**src/rtl/rau_pkg.sv**
```systemverilog
// ----------------------------------------------------------------------------
// Rational arithmetic unit package
// Shared widths, opcodes and the job record passed from front to back.
// ----------------------------------------------------------------------------
package rau_pkg;

    localparam int WIDTH    = 16;
    localparam int RES_BITS = 33;
    localparam int MAG_BITS = RES_BITS;
    localparam int CNT_BITS = $clog2(MAG_BITS + 1);
    localparam int QDEPTH   = 2;

    typedef enum logic [2:0] {
        OP_REDUCE = 3'd0,
        OP_ADD    = 3'd1,
        OP_SUB    = 3'd2,
        OP_MUL    = 3'd3,
        OP_DIV    = 3'd4,
        OP_NEG    = 3'd5,
        OP_INC    = 3'd6,
        OP_DEC    = 3'd7
    } opcode_t;

    // One classified job: unreduced fraction plus the final adjustment.
    typedef struct packed {
        logic [RES_BITS-1:0] num;
        logic [RES_BITS-1:0] den;
        logic                inc;
        logic                dec;
    } job_t;

endpackage

```
**src/rtl/rau_if.sv**
```systemverilog
// ----------------------------------------------------------------------------
// Rational arithmetic unit channels
// Valid/ready interfaces for the operand and result beats.
// ----------------------------------------------------------------------------
interface rau_in_if;
    import rau_pkg::*;
    logic                    valid;
    logic                    ready;
    logic [2:0]              opcode;
    logic signed [WIDTH-1:0] a_num;
    logic signed [WIDTH-1:0] a_den;
    logic signed [WIDTH-1:0] b_num;
    logic signed [WIDTH-1:0] b_den;
    modport source (output valid, opcode, a_num, a_den, b_num, b_den, input ready);
    modport sink   (input valid, opcode, a_num, a_den, b_num, b_den, output ready);
endinterface

interface rau_out_if;
    import rau_pkg::*;
    logic                       valid;
    logic                       ready;
    logic signed [RES_BITS-1:0] res_num;
    logic signed [RES_BITS-1:0] res_den;
    logic                       zero_gcd;
    modport source (output valid, res_num, res_den, zero_gcd, input ready);
    modport sink   (input valid, res_num, res_den, zero_gcd, output ready);
endinterface

```
**src/rtl/rau_front.sv**
```systemverilog
// ----------------------------------------------------------------------------
// Rational arithmetic unit front end
// Accepts operand beats and forms the unreduced fraction over two stages.
// ----------------------------------------------------------------------------
module rau_front
    import rau_pkg::*;
(
    input  logic  clk,
    input  logic  rst_n,
    rau_in_if.sink in_ch,
    output logic  job_valid,
    input  logic  job_ready,
    output job_t  job
);

    localparam int PW = 2 * WIDTH;

    typedef enum logic [2:0] {
        F_IDLE = 3'b001,
        F_MUL  = 3'b010,
        F_OUT  = 3'b100
    } fstate_t;

    fstate_t             state_reg, state_next;
    opcode_t             op_reg;
    logic signed [WIDTH-1:0] an_reg, ad_reg, bn_reg, bd_reg;
    logic signed [PW-1:0] p0_reg, p1_reg, p2_reg;
    job_t                job_next;
    logic signed [PW-1:0] m0_a, m0_b, m1_a, m1_b, m2_a, m2_b;
    logic signed [RES_BITS-1:0] p0x, p1x, p2x;

    assign in_ch.ready = (state_reg == F_IDLE);
    assign job_valid   = (state_reg == F_OUT);
    assign job         = job_next;

    // Operand selection for the three products.
    always_comb
    begin
        m0_a = PW'(an_reg); m0_b = PW'(bd_reg);
        m1_a = PW'(bn_reg); m1_b = PW'(ad_reg);
        m2_a = PW'(ad_reg); m2_b = PW'(bd_reg);
        case (op_reg)
            OP_MUL:
            begin
                m0_b = PW'(bn_reg);
            end
            OP_DIV:
            begin
                m2_b = PW'(bn_reg);
            end
            default:
            begin
            end
        endcase
    end

    assign p0x = RES_BITS'(p0_reg);
    assign p1x = RES_BITS'(p1_reg);
    assign p2x = RES_BITS'(p2_reg);

    // Combine products into the fraction to reduce.
    always_comb
    begin
        job_next.num = RES_BITS'(an_reg);
        job_next.den = RES_BITS'(ad_reg);
        job_next.inc = (op_reg == OP_INC);
        job_next.dec = (op_reg == OP_DEC);
        case (op_reg)
            OP_ADD:
            begin
                job_next.num = p0x + p1x;
                job_next.den = p2x;
            end
            OP_SUB:
            begin
                job_next.num = p0x - p1x;
                job_next.den = p2x;
            end
            OP_MUL, OP_DIV:
            begin
                job_next.num = p0x;
                job_next.den = p2x;
            end
            OP_NEG:
            begin
                job_next.num = -RES_BITS'(an_reg);
            end
            default:
            begin
            end
        endcase
    end

    always_comb
    begin
        state_next = state_reg;
        case (state_reg)
            F_IDLE:  if (in_ch.valid) state_next = F_MUL;
            F_MUL:   state_next = F_OUT;
            F_OUT:   if (job_ready) state_next = F_IDLE;
            default: state_next = F_IDLE;
        endcase
    end

    always_ff @(posedge clk or negedge rst_n)
    begin
        if (!rst_n)
        begin
            state_reg <= F_IDLE;
        end
        else
        begin
            state_reg <= state_next;
        end
    end

    // Operand capture and product registers.
    always_ff @(posedge clk)
    begin
        if (in_ch.valid && in_ch.ready)
        begin
            op_reg <= opcode_t'(in_ch.opcode);
            an_reg <= in_ch.a_num;
            ad_reg <= in_ch.a_den;
            bn_reg <= in_ch.b_num;
            bd_reg <= in_ch.b_den;
        end
        if (state_reg == F_MUL)
        begin
            p0_reg <= m0_a * m0_b;
            p1_reg <= m1_a * m1_b;
            p2_reg <= m2_a * m2_b;
        end
    end

endmodule

```
**src/rtl/rau_queue.sv**
```systemverilog
// ----------------------------------------------------------------------------
// Rational arithmetic unit job queue
// Small FIFO that decouples the front end from the reduction engine.
// ----------------------------------------------------------------------------
module rau_queue
    import rau_pkg::*;
(
    input  logic clk,
    input  logic rst_n,
    input  logic wr_valid,
    output logic wr_ready,
    input  job_t wr_data,
    output logic rd_valid,
    input  logic rd_ready,
    output job_t rd_data
);

    localparam int PW = $clog2(QDEPTH);

    job_t                mem_reg [QDEPTH];
    logic [PW-1:0]       wptr_reg, rptr_reg;
    logic [PW:0]         cnt_reg;
    logic                push, pop;

    assign wr_ready = (cnt_reg != (PW+1)'(QDEPTH));
    assign rd_valid = (cnt_reg != '0);
    assign rd_data  = mem_reg[rptr_reg];
    assign push     = wr_valid && wr_ready;
    assign pop      = rd_valid && rd_ready;

    always_ff @(posedge clk or negedge rst_n)
    begin
        if (!rst_n)
        begin
            wptr_reg <= '0;
            rptr_reg <= '0;
            cnt_reg  <= '0;
        end
        else
        begin
            if (push) wptr_reg <= wptr_reg + 1'b1;
            if (pop)  rptr_reg <= rptr_reg + 1'b1;
            cnt_reg <= cnt_reg + (PW+1)'(push) - (PW+1)'(pop);
        end
    end

    always_ff @(posedge clk)
    begin
        if (push)
        begin
            mem_reg[wptr_reg] <= wr_data;
        end
    end

endmodule

```
**src/rtl/rau_back.sv**
```systemverilog
// ----------------------------------------------------------------------------
// Rational arithmetic unit reduction engine
// Binary gcd, then two restoring divisions, then the increment or decrement fix-up.
// ----------------------------------------------------------------------------
module rau_back
    import rau_pkg::*;
(
    input  logic    clk,
    input  logic    rst_n,
    input  logic    job_valid,
    output logic    job_ready,
    input  job_t    job,
    rau_out_if.source out_ch
);

    localparam int M = MAG_BITS;

    typedef enum logic [5:0] {
        B_IDLE  = 6'b000001,
        B_GCD   = 6'b000010,
        B_DIVN  = 6'b000100,
        B_DIVD  = 6'b001000,
        B_FIX   = 6'b010000,
        B_OUT   = 6'b100000
    } bstate_t;

    bstate_t           state_reg, state_next;
    logic [M-1:0]      u_reg, v_reg, g_reg;
    logic [CNT_BITS-1:0] k_reg, i_reg;
    logic [M-1:0]      rem_reg, quo_reg, dvd_reg;
    logic [M-1:0]      qn_reg;
    logic              nneg_reg, dneg_reg, inc_reg, dec_reg;
    logic [RES_BITS-1:0] num_reg, den_reg, rnum_reg, rden_reg;
    logic              zero_reg;
    logic [M-1:0]      nmag, dmag, umin, vdiff;
    logic [M:0]        trial;
    logic [M-1:0]      rem_sh, qfin, rnum_w, rden_w;

    assign nmag = job.num[RES_BITS-1] ? -job.num : job.num;
    assign dmag = job.den[RES_BITS-1] ? -job.den : job.den;

    assign job_ready       = (state_reg == B_IDLE);
    assign out_ch.valid    = (state_reg == B_OUT);
    assign out_ch.res_num  = rnum_reg;
    assign out_ch.res_den  = rden_reg;
    assign out_ch.zero_gcd = zero_reg;

    // One binary gcd step: strip common twos, then subtract.
    assign umin  = (u_reg < v_reg) ? u_reg : v_reg;
    assign vdiff = (u_reg < v_reg) ? v_reg - u_reg : u_reg - v_reg;

    // One restoring division step.
    assign rem_sh = {rem_reg[M-2:0], dvd_reg[M-1]};
    assign trial  = {1'b0, rem_sh} - {1'b0, g_reg};
    assign qfin   = {quo_reg[M-2:0], ~trial[M]};

    // The denominator quotient stays in quo_reg after the last step.
    assign rnum_w = nneg_reg ? -qn_reg : qn_reg;
    assign rden_w = dneg_reg ? -quo_reg : quo_reg;

    always_comb
    begin
        state_next = state_reg;
        case (state_reg)
            B_IDLE: if (job_valid) state_next = B_GCD;
            B_GCD:
            begin
                if (u_reg == '0 || v_reg == '0 || u_reg == v_reg)
                    state_next = B_DIVN;
            end
            B_DIVN:
            begin
                if (g_reg == '0) state_next = B_FIX;
                else if (i_reg == CNT_BITS'(M - 1)) state_next = B_DIVD;
            end
            B_DIVD: if (i_reg == CNT_BITS'(M - 1)) state_next = B_FIX;
            B_FIX:  state_next = B_OUT;
            B_OUT:  if (out_ch.ready) state_next = B_IDLE;
            default: state_next = B_IDLE;
        endcase
    end

    always_ff @(posedge clk or negedge rst_n)
    begin
        if (!rst_n)
        begin
            state_reg <= B_IDLE;
        end
        else
        begin
            state_reg <= state_next;
        end
    end

    // Datapath registers for gcd, divisions and result.
    always_ff @(posedge clk)
    begin
        case (state_reg)
            B_IDLE:
            begin
                u_reg    <= nmag;
                v_reg    <= dmag;
                k_reg    <= '0;
                num_reg  <= job.num;
                den_reg  <= job.den;
                nneg_reg <= job.num[RES_BITS-1];
                dneg_reg <= job.den[RES_BITS-1];
                inc_reg  <= job.inc;
                dec_reg  <= job.dec;
            end
            B_GCD:
            begin
                if (u_reg == '0 || v_reg == '0 || u_reg == v_reg)
                begin
                    g_reg   <= (u_reg | v_reg) << k_reg;
                    i_reg   <= '0;
                    rem_reg <= '0;
                    quo_reg <= '0;
                    dvd_reg <= nneg_reg ? -num_reg : num_reg;
                end
                else if (!u_reg[0] && !v_reg[0])
                begin
                    u_reg <= u_reg >> 1;
                    v_reg <= v_reg >> 1;
                    k_reg <= k_reg + 1'b1;
                end
                else if (!u_reg[0])
                    u_reg <= u_reg >> 1;
                else if (!v_reg[0])
                    v_reg <= v_reg >> 1;
                else
                begin
                    u_reg <= umin;
                    v_reg <= vdiff >> 1;
                end
            end
            B_DIVN, B_DIVD:
            begin
                rem_reg <= trial[M] ? rem_sh : trial[M-1:0];
                quo_reg <= qfin;
                dvd_reg <= {dvd_reg[M-2:0], 1'b0};
                i_reg   <= i_reg + 1'b1;
                if (i_reg == CNT_BITS'(M - 1))
                begin
                    i_reg <= '0;
                    if (state_reg == B_DIVN)
                    begin
                        rem_reg <= '0;
                        quo_reg <= '0;
                        qn_reg  <= qfin;
                        dvd_reg <= dneg_reg ? -den_reg : den_reg;
                    end
                end
            end
            B_FIX:
            begin
                zero_reg <= (g_reg == '0);
                if (g_reg == '0)
                begin
                    rnum_reg <= '0;
                    rden_reg <= '0;
                end
                else
                begin
                    rden_reg <= rden_w;
                    if (inc_reg)      rnum_reg <= rnum_w + rden_w;
                    else if (dec_reg) rnum_reg <= rnum_w - rden_w;
                    else              rnum_reg <= rnum_w;
                end
            end
            default:
            begin
            end
        endcase
    end

endmodule

```
**src/rtl/rational_arithmetic_unit.sv**
```systemverilog
// Flow: the front end captures the operands and registers the products, the job
// passes through the queue, then the reduction engine loads it, runs the gcd,
// divides by it (skipped when the gcd is zero) and applies the fix-up.
// Throughput: one beat per reduction, set by the serial gcd and divider;
// the front end prepares the next job while the engine works.
// Reset: rst_n clears all control state asynchronously; queue empties.
// ----------------------------------------------------------------------------
// Rational arithmetic unit
// Fraction add/sub/mul/div/negate with gcd reduction.
// ----------------------------------------------------------------------------
module rational_arithmetic_unit
    import rau_pkg::*;
(
    input  logic      clk,
    input  logic      rst_n,
    rau_in_if.sink    in_ch,
    rau_out_if.source out_ch
);

    logic f_valid, f_ready, q_valid, q_ready;
    job_t f_job, q_job;

    rau_front u_front (
        .clk(clk), .rst_n(rst_n), .in_ch(in_ch),
        .job_valid(f_valid), .job_ready(f_ready), .job(f_job)
    );

    rau_queue u_queue (
        .clk(clk), .rst_n(rst_n),
        .wr_valid(f_valid), .wr_ready(f_ready), .wr_data(f_job),
        .rd_valid(q_valid), .rd_ready(q_ready), .rd_data(q_job)
    );

    rau_back u_back (
        .clk(clk), .rst_n(rst_n),
        .job_valid(q_valid), .job_ready(q_ready), .job(q_job),
        .out_ch(out_ch)
    );

    // A zero gcd result is always 0/0.
    a_zero_res: assert property (@(posedge clk) disable iff (!rst_n)
        out_ch.valid && out_ch.zero_gcd |-> out_ch.res_num == '0 && out_ch.res_den == '0)
        else $error("zero gcd with nonzero result");

    // A result held under backpressure stays valid and keeps its numerator.
    a_hold: assert property (@(posedge clk) disable iff (!rst_n)
        out_ch.valid && !out_ch.ready |=> out_ch.valid && $stable(out_ch.res_num))
        else $error("result changed while stalled");

    // Queue never hands a job while the engine is busy.
    a_q: assert property (@(posedge clk) disable iff (!rst_n)
        q_valid && q_ready |=> !q_ready)
        else $error("engine accepted two jobs back to back");

endmodule
```
**src/flat_wrapper.sv**
```systemverilog
// flat-port wrapper written by rule: the top's interface ports become plain ports
module rational_arithmetic_unit_flat import rau_pkg::*;
  (clk, rst_n, in_ch_valid, in_ch_opcode, in_ch_a_num, in_ch_a_den, in_ch_b_num, in_ch_b_den, in_ch_ready, out_ch_valid, out_ch_res_num, out_ch_res_den, out_ch_zero_gcd, out_ch_ready);
  rau_in_if in_ch_i ();
  rau_out_if out_ch_i ();
  input  logic clk;
  input  logic rst_n;
  input wire logic [$bits(in_ch_i.valid)-1:0] in_ch_valid;
  input wire logic [$bits(in_ch_i.opcode)-1:0] in_ch_opcode;
  input wire logic [$bits(in_ch_i.a_num)-1:0] in_ch_a_num;
  input wire logic [$bits(in_ch_i.a_den)-1:0] in_ch_a_den;
  input wire logic [$bits(in_ch_i.b_num)-1:0] in_ch_b_num;
  input wire logic [$bits(in_ch_i.b_den)-1:0] in_ch_b_den;
  output wire logic [$bits(in_ch_i.ready)-1:0] in_ch_ready;
  output wire logic [$bits(out_ch_i.valid)-1:0] out_ch_valid;
  output wire logic [$bits(out_ch_i.res_num)-1:0] out_ch_res_num;
  output wire logic [$bits(out_ch_i.res_den)-1:0] out_ch_res_den;
  output wire logic [$bits(out_ch_i.zero_gcd)-1:0] out_ch_zero_gcd;
  input wire logic [$bits(out_ch_i.ready)-1:0] out_ch_ready;
  assign in_ch_i.valid = in_ch_valid;
  assign in_ch_i.opcode = in_ch_opcode;
  assign in_ch_i.a_num = in_ch_a_num;
  assign in_ch_i.a_den = in_ch_a_den;
  assign in_ch_i.b_num = in_ch_b_num;
  assign in_ch_i.b_den = in_ch_b_den;
  assign in_ch_ready = in_ch_i.ready;
  assign out_ch_valid = out_ch_i.valid;
  assign out_ch_res_num = out_ch_i.res_num;
  assign out_ch_res_den = out_ch_i.res_den;
  assign out_ch_zero_gcd = out_ch_i.zero_gcd;
  assign out_ch_i.ready = out_ch_ready;
  rational_arithmetic_unit u_core (.clk(clk), .rst_n(rst_n), .in_ch(in_ch_i), .out_ch(out_ch_i));
endmodule
```
**config.mk**
```make
export PLATFORM = sky130hd
export DESIGN_NAME = rational_arithmetic_unit_flat
export DESIGN_NICKNAME = d
export VERILOG_FILES = /design/src/rtl/rau_pkg.sv /design/src/rtl/rau_if.sv /design/src/rtl/rau_front.sv /design/src/rtl/rau_queue.sv /design/src/rtl/rau_back.sv /design/src/rtl/rational_arithmetic_unit.sv /design/src/flat_wrapper.sv
export SDC_FILE = /design/constraint.sdc
export NUM_CORES = 2
export LEC_CHECK = 0
export ABC_AREA = 1
export BUFFER_PORTS_ARGS = -buffer_cell sky130_fd_sc_hd__buf_2
export CORE_UTILIZATION = 37
export DETAILED_ROUTE_END_ITERATION = 10
export PLACE_DENSITY = 0.5
export REMOVE_ABC_BUFFERS = 1
export SETUP_SLACK_MARGIN = 0.3
export SLEW_MARGIN = 20
export SYNTH_ARGS = -nofsm -noshare
export SYNTH_HDL_FRONTEND = slang
export SYNTH_SLANG_ARGS = --single-unit
```
**constraint.sdc**
```tcl
create_clock -name clk -period 16.4 [get_ports clk]
set_input_delay 1.64 -clock clk [delete_from_list [all_inputs] [get_ports clk]]
set_output_delay 1.64 -clock clk [all_outputs]
set_load 0.02 [all_outputs]
```
* After elaboration in Yosys (flattened, before gate mapping)
Memories as Yosys holds them, arrays and structs flattened. Index checks and enable logic that the tools add are counted.
Operators by class: shifts and indexed selects 1, bitwise gates (word level) 2, multiplexer cells 54, $lt $le $gt $ge 1, add/subtract/negate cells 20, reductions and logical operators 26, eq/ne operators 31, multipliers 3
Operator list (count):
- 33-bit 2-to-1 mux | 24
- 33-bit case mux with 2 select lines | 4
- 33-bit negation | 6
- 32-bit 2-to-1 mux | 6
- 33-bit case mux with 4 select lines | 1
- 33-bit logical NOT | 3
- 33-bit subtractor | 3
- 16-bit by 32-bit multiplier with 32-bit output | 2
- 32-bit case mux with 2 select lines | 1
- 6-bit 2-to-1 mux | 10
- 6-bit case mux with 6 select lines | 1
- 33-bit by 33-bit subtractor with 34-bit output | 1
- 32-bit by 32-bit adder with 33-bit output | 1
- 33-bit adder | 1
- 33-bit == test | 1
- 33-bit less-than comparator | 1
- 16-bit negation with 33-bit output | 1
- 33-bit OR | 1
- 33-bit by 6-bit left shift with 33-bit output | 1
- 32-bit by 32-bit subtractor with 33-bit output | 1
- 16-bit by 16-bit multiplier with 32-bit output | 1
- 6-bit case mux with 2 select lines | 2
- 3-bit == test, second input constant | 5
- 2-bit != test, second input constant | 7
- other kinds (29) | 53
Storage, ports and cells: bits in writable memories 136, bits of input ports 71, memories 1, register bits after elaboration 555, output and inout port bits 69
Memories:
- u_core.u_queue.mem_reg | words 2, bits a word 68, read ports 1, clocked after Yosys merged registers in 0, wr ports 1, RTL line rau_queue.sv:20 | job_t mem_reg [QDEPTH];

* Longest topological paths before layout
depth after elaboration 7, depth in mapped cells 31, gate-level depth less buffers 30

* Modules after synthesis
From an unflattened synthesis, not the netlist that was laid out.
Second synthesis, totals: cells, all modules 10002, area, all modules 78650.4 µm²
By module, submodules not included:
- rau_front | sequential area each 4971.0 µm², area each 40224.8 µm², instances 1, cells each 4899
- rau_back | sequential area each 11472.3 µm², area each 33248.1 µm², instances 1, cells each 4716
- rau_queue | sequential area each 4184.0 µm², area each 5177.5 µm², instances 1, cells each 387

* Least setup slack after synthesis
Ideal clock, no wire load.
kind register to register, start reg u_core.u_back.state_reg[0], end reg u_core.u_back.v_reg[0], enable pin, data required time 15.927 ns, setup time 0.473 ns, buffers on the path 0, cell stages (with the launch flop) 7, path slack 5.832 ns, arrival time 10.094 ns, cell sequence dfstp_2 -> inv_1 -> nor4_1 -> inv_1 -> nand2_1 -> inv_1 -> a211oi_1
On the way: cells in the longest elaborated chain, start to end 3, elaborated cells between the ends (all ways) 6, those cells by class 4 x eq/ne; 2 x reduce/logical
RTL lines:
- start, declared | RTL line rau_back.sv:27 | bstate_t state_reg, state_next;
- start signal, assigned | RTL line rau_back.sv:91 | state_reg <= state_next;
- 6-bit by 2-bit == test with 1-bit output or 6-bit by 1-bit == test with 1-bit output (tied branches) | RTL line rau_back.sv:98 | case (state_reg)
- 3-bit != test (no line) (tied with other cells)
- 3-bit AND reduction (no line) (*)
- end signal, assigned | RTL line rau_back.sv:102 | v_reg <= dmag;
- end signal, assigned | RTL line rau_back.sv:124 | v_reg <= v_reg >> 1;
- end signal, assigned | RTL line rau_back.sv:130 | v_reg <= v_reg >> 1;
- end, declared | RTL line rau_back.sv:28 | logic [M-1:0] u_reg, v_reg, g_reg;
Every way passes the cells marked *; elsewhere a longest branch is shown, timed or not. A chain may end at the register's enable or synchronous reset.

* Worst setup path in the final report
start reg u_core.u_front.op_reg[0], end reg u_core.u_front.p0_reg[27] (data pin)
On the way: cells in the longest elaborated chain, start to end 3
RTL lines:
- start, declared | RTL line rau_front.sv:25 | opcode_t op_reg;
- start signal, assigned | RTL line rau_front.sv:122 | op_reg <= opcode_t'(in_ch.opcode);
- 3-bit by 2-bit == test with 1-bit output | RTL line rau_front.sv:42 | case (op_reg)
- 32-bit 2-to-1 mux | RTL line rau_front.sv:42
- 16-bit by 32-bit multiplier with 32-bit output | RTL line rau_front.sv:130 | p0_reg <= m0_a * m0_b;
- end signal, assigned | RTL line rau_front.sv:130
- end, declared | RTL line rau_front.sv:27 | logic signed [PW-1:0] p0_reg, p1_reg, p2_reg;
No other way between the ends.

==> summary.log <==
qor: floorplan.die_height 460 µm
qor: yosys.yosysUniqueCellTypes 77
qor: worst_setup_path.crit_path_start_kind register
qor: place.number_of_port_buffers 139
qor: timing.timing.max_slew.rel_slack 0.263
qor: yosys.postSynthRegisterBits 686
qor: layout.layout_stage_area_growth_over_the_synthesis_result 8.64%
qor: place.preCtsSetupSlack 7690 ps
qor: grt.grt_use_total 0.248
qor: yosys.synth-main-ff-cell sky130_fd_sc_hd__edfxtp_1
qor: grt.global_route_wire_length_before_repair 400 mm
qor: timing.achievable-frequency 116 MHz
qor: floorplan.floorplan.initialDensity 0.374
qor: yosys.number_of_enable_type_register_cells_in_the_synthesized_netlist 673
qor: worst_setup_path.data_arrival_critical_path 9040 ps
qor: timing.timing.final.max_slew_violations 0
qor: floorplan.floorplan.die_area 0.212 mm²
qor: timing.layout_setup_ws 7810 ps
qor: clocking.cts_root_buf sky130_fd_sc_hd__clkbuf_16
qor: clocking.htreeDepth 3
qor: place.global_placer_s_final_weighted_congestion 0.948
qor: run.maxCapViolations 0
qor: worst_setup_path.critical_setup_path_class register to register
qor: place.place_hpwl 213 mm
qor: layout.post_route_cells_drive_above_1_share 0.0580
qor: clocking.postCtsSetupBuffers 0
qor: timing.fin_crit 8590 ps
qor: routing.drt_drc_violations_left 0
qor: place.dp_cells 12500
qor: layout.multi_input_comb_area 0.0486 mm²
qor: timing.setup_viol 0
qor: timing.tns 0 ps
qor: yosys.synthesis.area 0.0776 mm²
qor: routing.wl_per_cell 20.7 µm
qor: yosys.number_of_instances_in_the_synthesized_netlist 9749
qor: yosys.ys_seq_area_frac 0.265
qor: grt.first_global_vias 65600
qor: outcome.status finished clean
qor: timing.rsz0062_at_grt false
qor: grt.pin_count_of_the_biggest_net_entering_global_routing 95
qor: clocking.cts_repair_resize_count 0
qor: layout.final_nets 11100
qor: floorplan.std_cell_rows 167
qor: routing.drt_first_pass_iters 6
qor: clocking.clkTransAtPathRegs 70 ps
qor: floorplan.design.core.area 0.208 mm²
qor: timing.skew 56.3 ps
qor: timing.post-route-period-util 0.524
qor: timing.worst_pin_slew 1090 ps
qor: routing.detailedRoute.firstIterationViolations 4955
qor: layout.post_layout_nonfiller_instances 12700
qor: min_path.class_of_the_most_critical_hold_timing_path register to register
qor: routing.ant_nets 0
qor: clocking.clock_latency_late_sink 740 ps
qor: yosys.synth.cells.most_frequent sky130_fd_sc_hd__nand2_1 (2043), sky130_fd_sc_hd__inv_1 (1894), sky130_fd_sc_hd__nor2_1 (999), sky130_fd_sc_hd__fa_1 (792), sky130_fd_sc_hd__edfxtp_1 (673)
qor: floorplan.die_w 460 µm
qor: yosys.synth_area_leaders sky130_fd_sc_hd__edfxtp_1 (26%), sky130_fd_sc_hd__fa_1 (20%), sky130_fd_sc_hd__nand2_1 (9.9%)
qor: layout.largest_reg_flops 134
qor: clocking.numCtsBuffers 87
qor: routing.routed-via-count 64400
qor: worst_setup_path.cp_data_required_time 16850 ps
qor: clocking.clkSinkCount 686
qor: layout.fillers 21600
qor: yosys.yosys_warnings 0
qor: routing.drt-vias-per-instance 5.09
qor: worst_setup_path.crit_path_max_fanout 21
qor: grt.globalRouteOverflowTotal 0
qor: routing.drt_wl_total 262 mm
qor: worst_setup_path.worstSetupEndpointType register
qor: yosys.post-synth-top-area-cell sky130_fd_sc_hd__edfxtp_1
qor: clocking.cts-hold-fix-buffers 0
qor: yosys.post-synth-top-count-cell sky130_fd_sc_hd__nand2_1
qor: timing.final_hold_viol_count 0
qor: clocking.cts_tree yes
qor: layout.register_area 0.0205 mm²
qor: clocking.clk_path_buf_depth 3
qor: floorplan.ios 140
qor: yosys.synthesis.area_per_instance 7.96 µm²
qor: yosys.synth_top_area_frac 0.260
qor: yosys.synth-async-reset-ratio 0.0190
qor: grt.grt_antenna_before_repair 7
-- layout make-up --
class,count,share of cell area
inverter,1952,0.0869
clock inverter,63,0.00766
multi-input combinational,6825,0.577
tap,2788,0.0414
clock buffer,95,0.0264
antenna,5,0.000148
sequential,686,0.244
timing repair buffer,239,0.0173
-- path summary, 6_finish.rpt --
kind | endpoint | startpoint | slack (ps) | cells past startpoint
hold / removal | u_core.u_back.qn_reg[17] | u_core.u_back.quo_reg[16] | 460 | 0
setup / recovery | u_core.u_front.p0_reg[27] | u_core.u_front.op_reg[0] | 7810 | 26
setup reg to reg | u_core.u_front.p0_reg[27] | u_core.u_front.op_reg[0] | 7810 | 26
min in group asynchronous | u_core.u_back.state_reg[4] | rst_n | 850 | 1
hold reg to reg | u_core.u_back.qn_reg[17] | u_core.u_back.quo_reg[16] | 460 | 0
max in group asynchronous | u_core.u_queue.rptr_reg | rst_n | 15170 | 1
-- routing by layer --
layer  routed length [µm]  up-vias  share of wire  global-route usage
met1               114000    31400           0.44               0.322
met5                    0        -              0                   0
met4                 8710        0          0.033              0.0770
met3                12000      378          0.046              0.0266
met2               127000     1766           0.49               0.430
li1                     -    30800              -                   -
-- through the flow --
| stage | hold slack [ps] | utilization | area (µm²) |
|---|---|---|---|
| 2_1_floorplan | 451 | - | 76400 |
| 3_3_place_gp | 478 | 0.392 | 81400 |
| 3_5_place_dp | 469 | 0.392 | 81400 |
| 4_1_cts | 452 | 0.406 | 84300 |
| 5_1_grt | 471 | 0.406 | 84300 |
| 6_report | 455 | 0.406 | 84300 |
-- worst max-delay path, stage by stage (launching register included) --
cell	delay, ps
sky130_fd_sc_hd__edfxtp_1	490
sky130_fd_sc_hd__nand2_1	140
sky130_fd_sc_hd__nor2_2	100
sky130_fd_sc_hd__buf_4	230
sky130_fd_sc_hd__inv_1	420
sky130_fd_sc_hd__o21ai_1	960
sky130_fd_sc_hd__clkinv_1	690
sky130_fd_sc_hd__nor2_1	310
sky130_fd_sc_hd__fa_1	450
sky130_fd_sc_hd__inv_1	100
sky130_fd_sc_hd__fa_1	430
sky130_fd_sc_hd__fa_1	460
sky130_fd_sc_hd__fa_1	510
sky130_fd_sc_hd__inv_1	70
sky130_fd_sc_hd__fa_1	530
sky130_fd_sc_hd__inv_1	50
sky130_fd_sc_hd__fa_1	470
sky130_fd_sc_hd__inv_1	40
sky130_fd_sc_hd__ha_1	350
sky130_fd_sc_hd__nand2_1	130
sky130_fd_sc_hd__nor4_1	610
sky130_fd_sc_hd__nand4_1	190
sky130_fd_sc_hd__nand3_1	190
sky130_fd_sc_hd__a21o_1	180
sky130_fd_sc_hd__nand2_1	60
sky130_fd_sc_hd__nand2_1	70
sky130_fd_sc_hd__xor2_1	70
-- cell usage in the layout, fill, tap and decap left out, drive strengths merged, types with 55 or more instances in the layout --
cell type  synthesis  layout
o21ai            645     645
nand2           2059    2059
xnor2             97      97
a21oi            536     536
nand4             94      94
or2               55      55
clkbuf           224      95
nor3             101     101
inv             1924    1927
edfxtp           673     673
nor2            1022    1022
ha               489     489
clkinv            28      72
nand3            385     385
fa               792     792
xor2             222     222
buf               62     239
-- kinds of logic (layout without fill, tap and decap cells) --
family / after synthesis / after routing / synth area share
AO/OA/AOI/OAI: 1418 / 1418 / 0.101
buffers and inverters: 2238 / 2349 / 0.110
adder cells (fa/ha/maj): 1281 / 1281 / 0.283
flip-flops: 686 / 686 / 0.265
XOR/XNOR: 319 / 319 / 0.0360
multiplexers: 14 / 14 / 0.00181
AND/OR/NAND/NOR: 3792 / 3792 / 0.203
other: 1 / 6 / 0.0000483
Power is not shown: default switching activity piles up to over one toggle a cycle in this logic, so the estimate is an artifact.
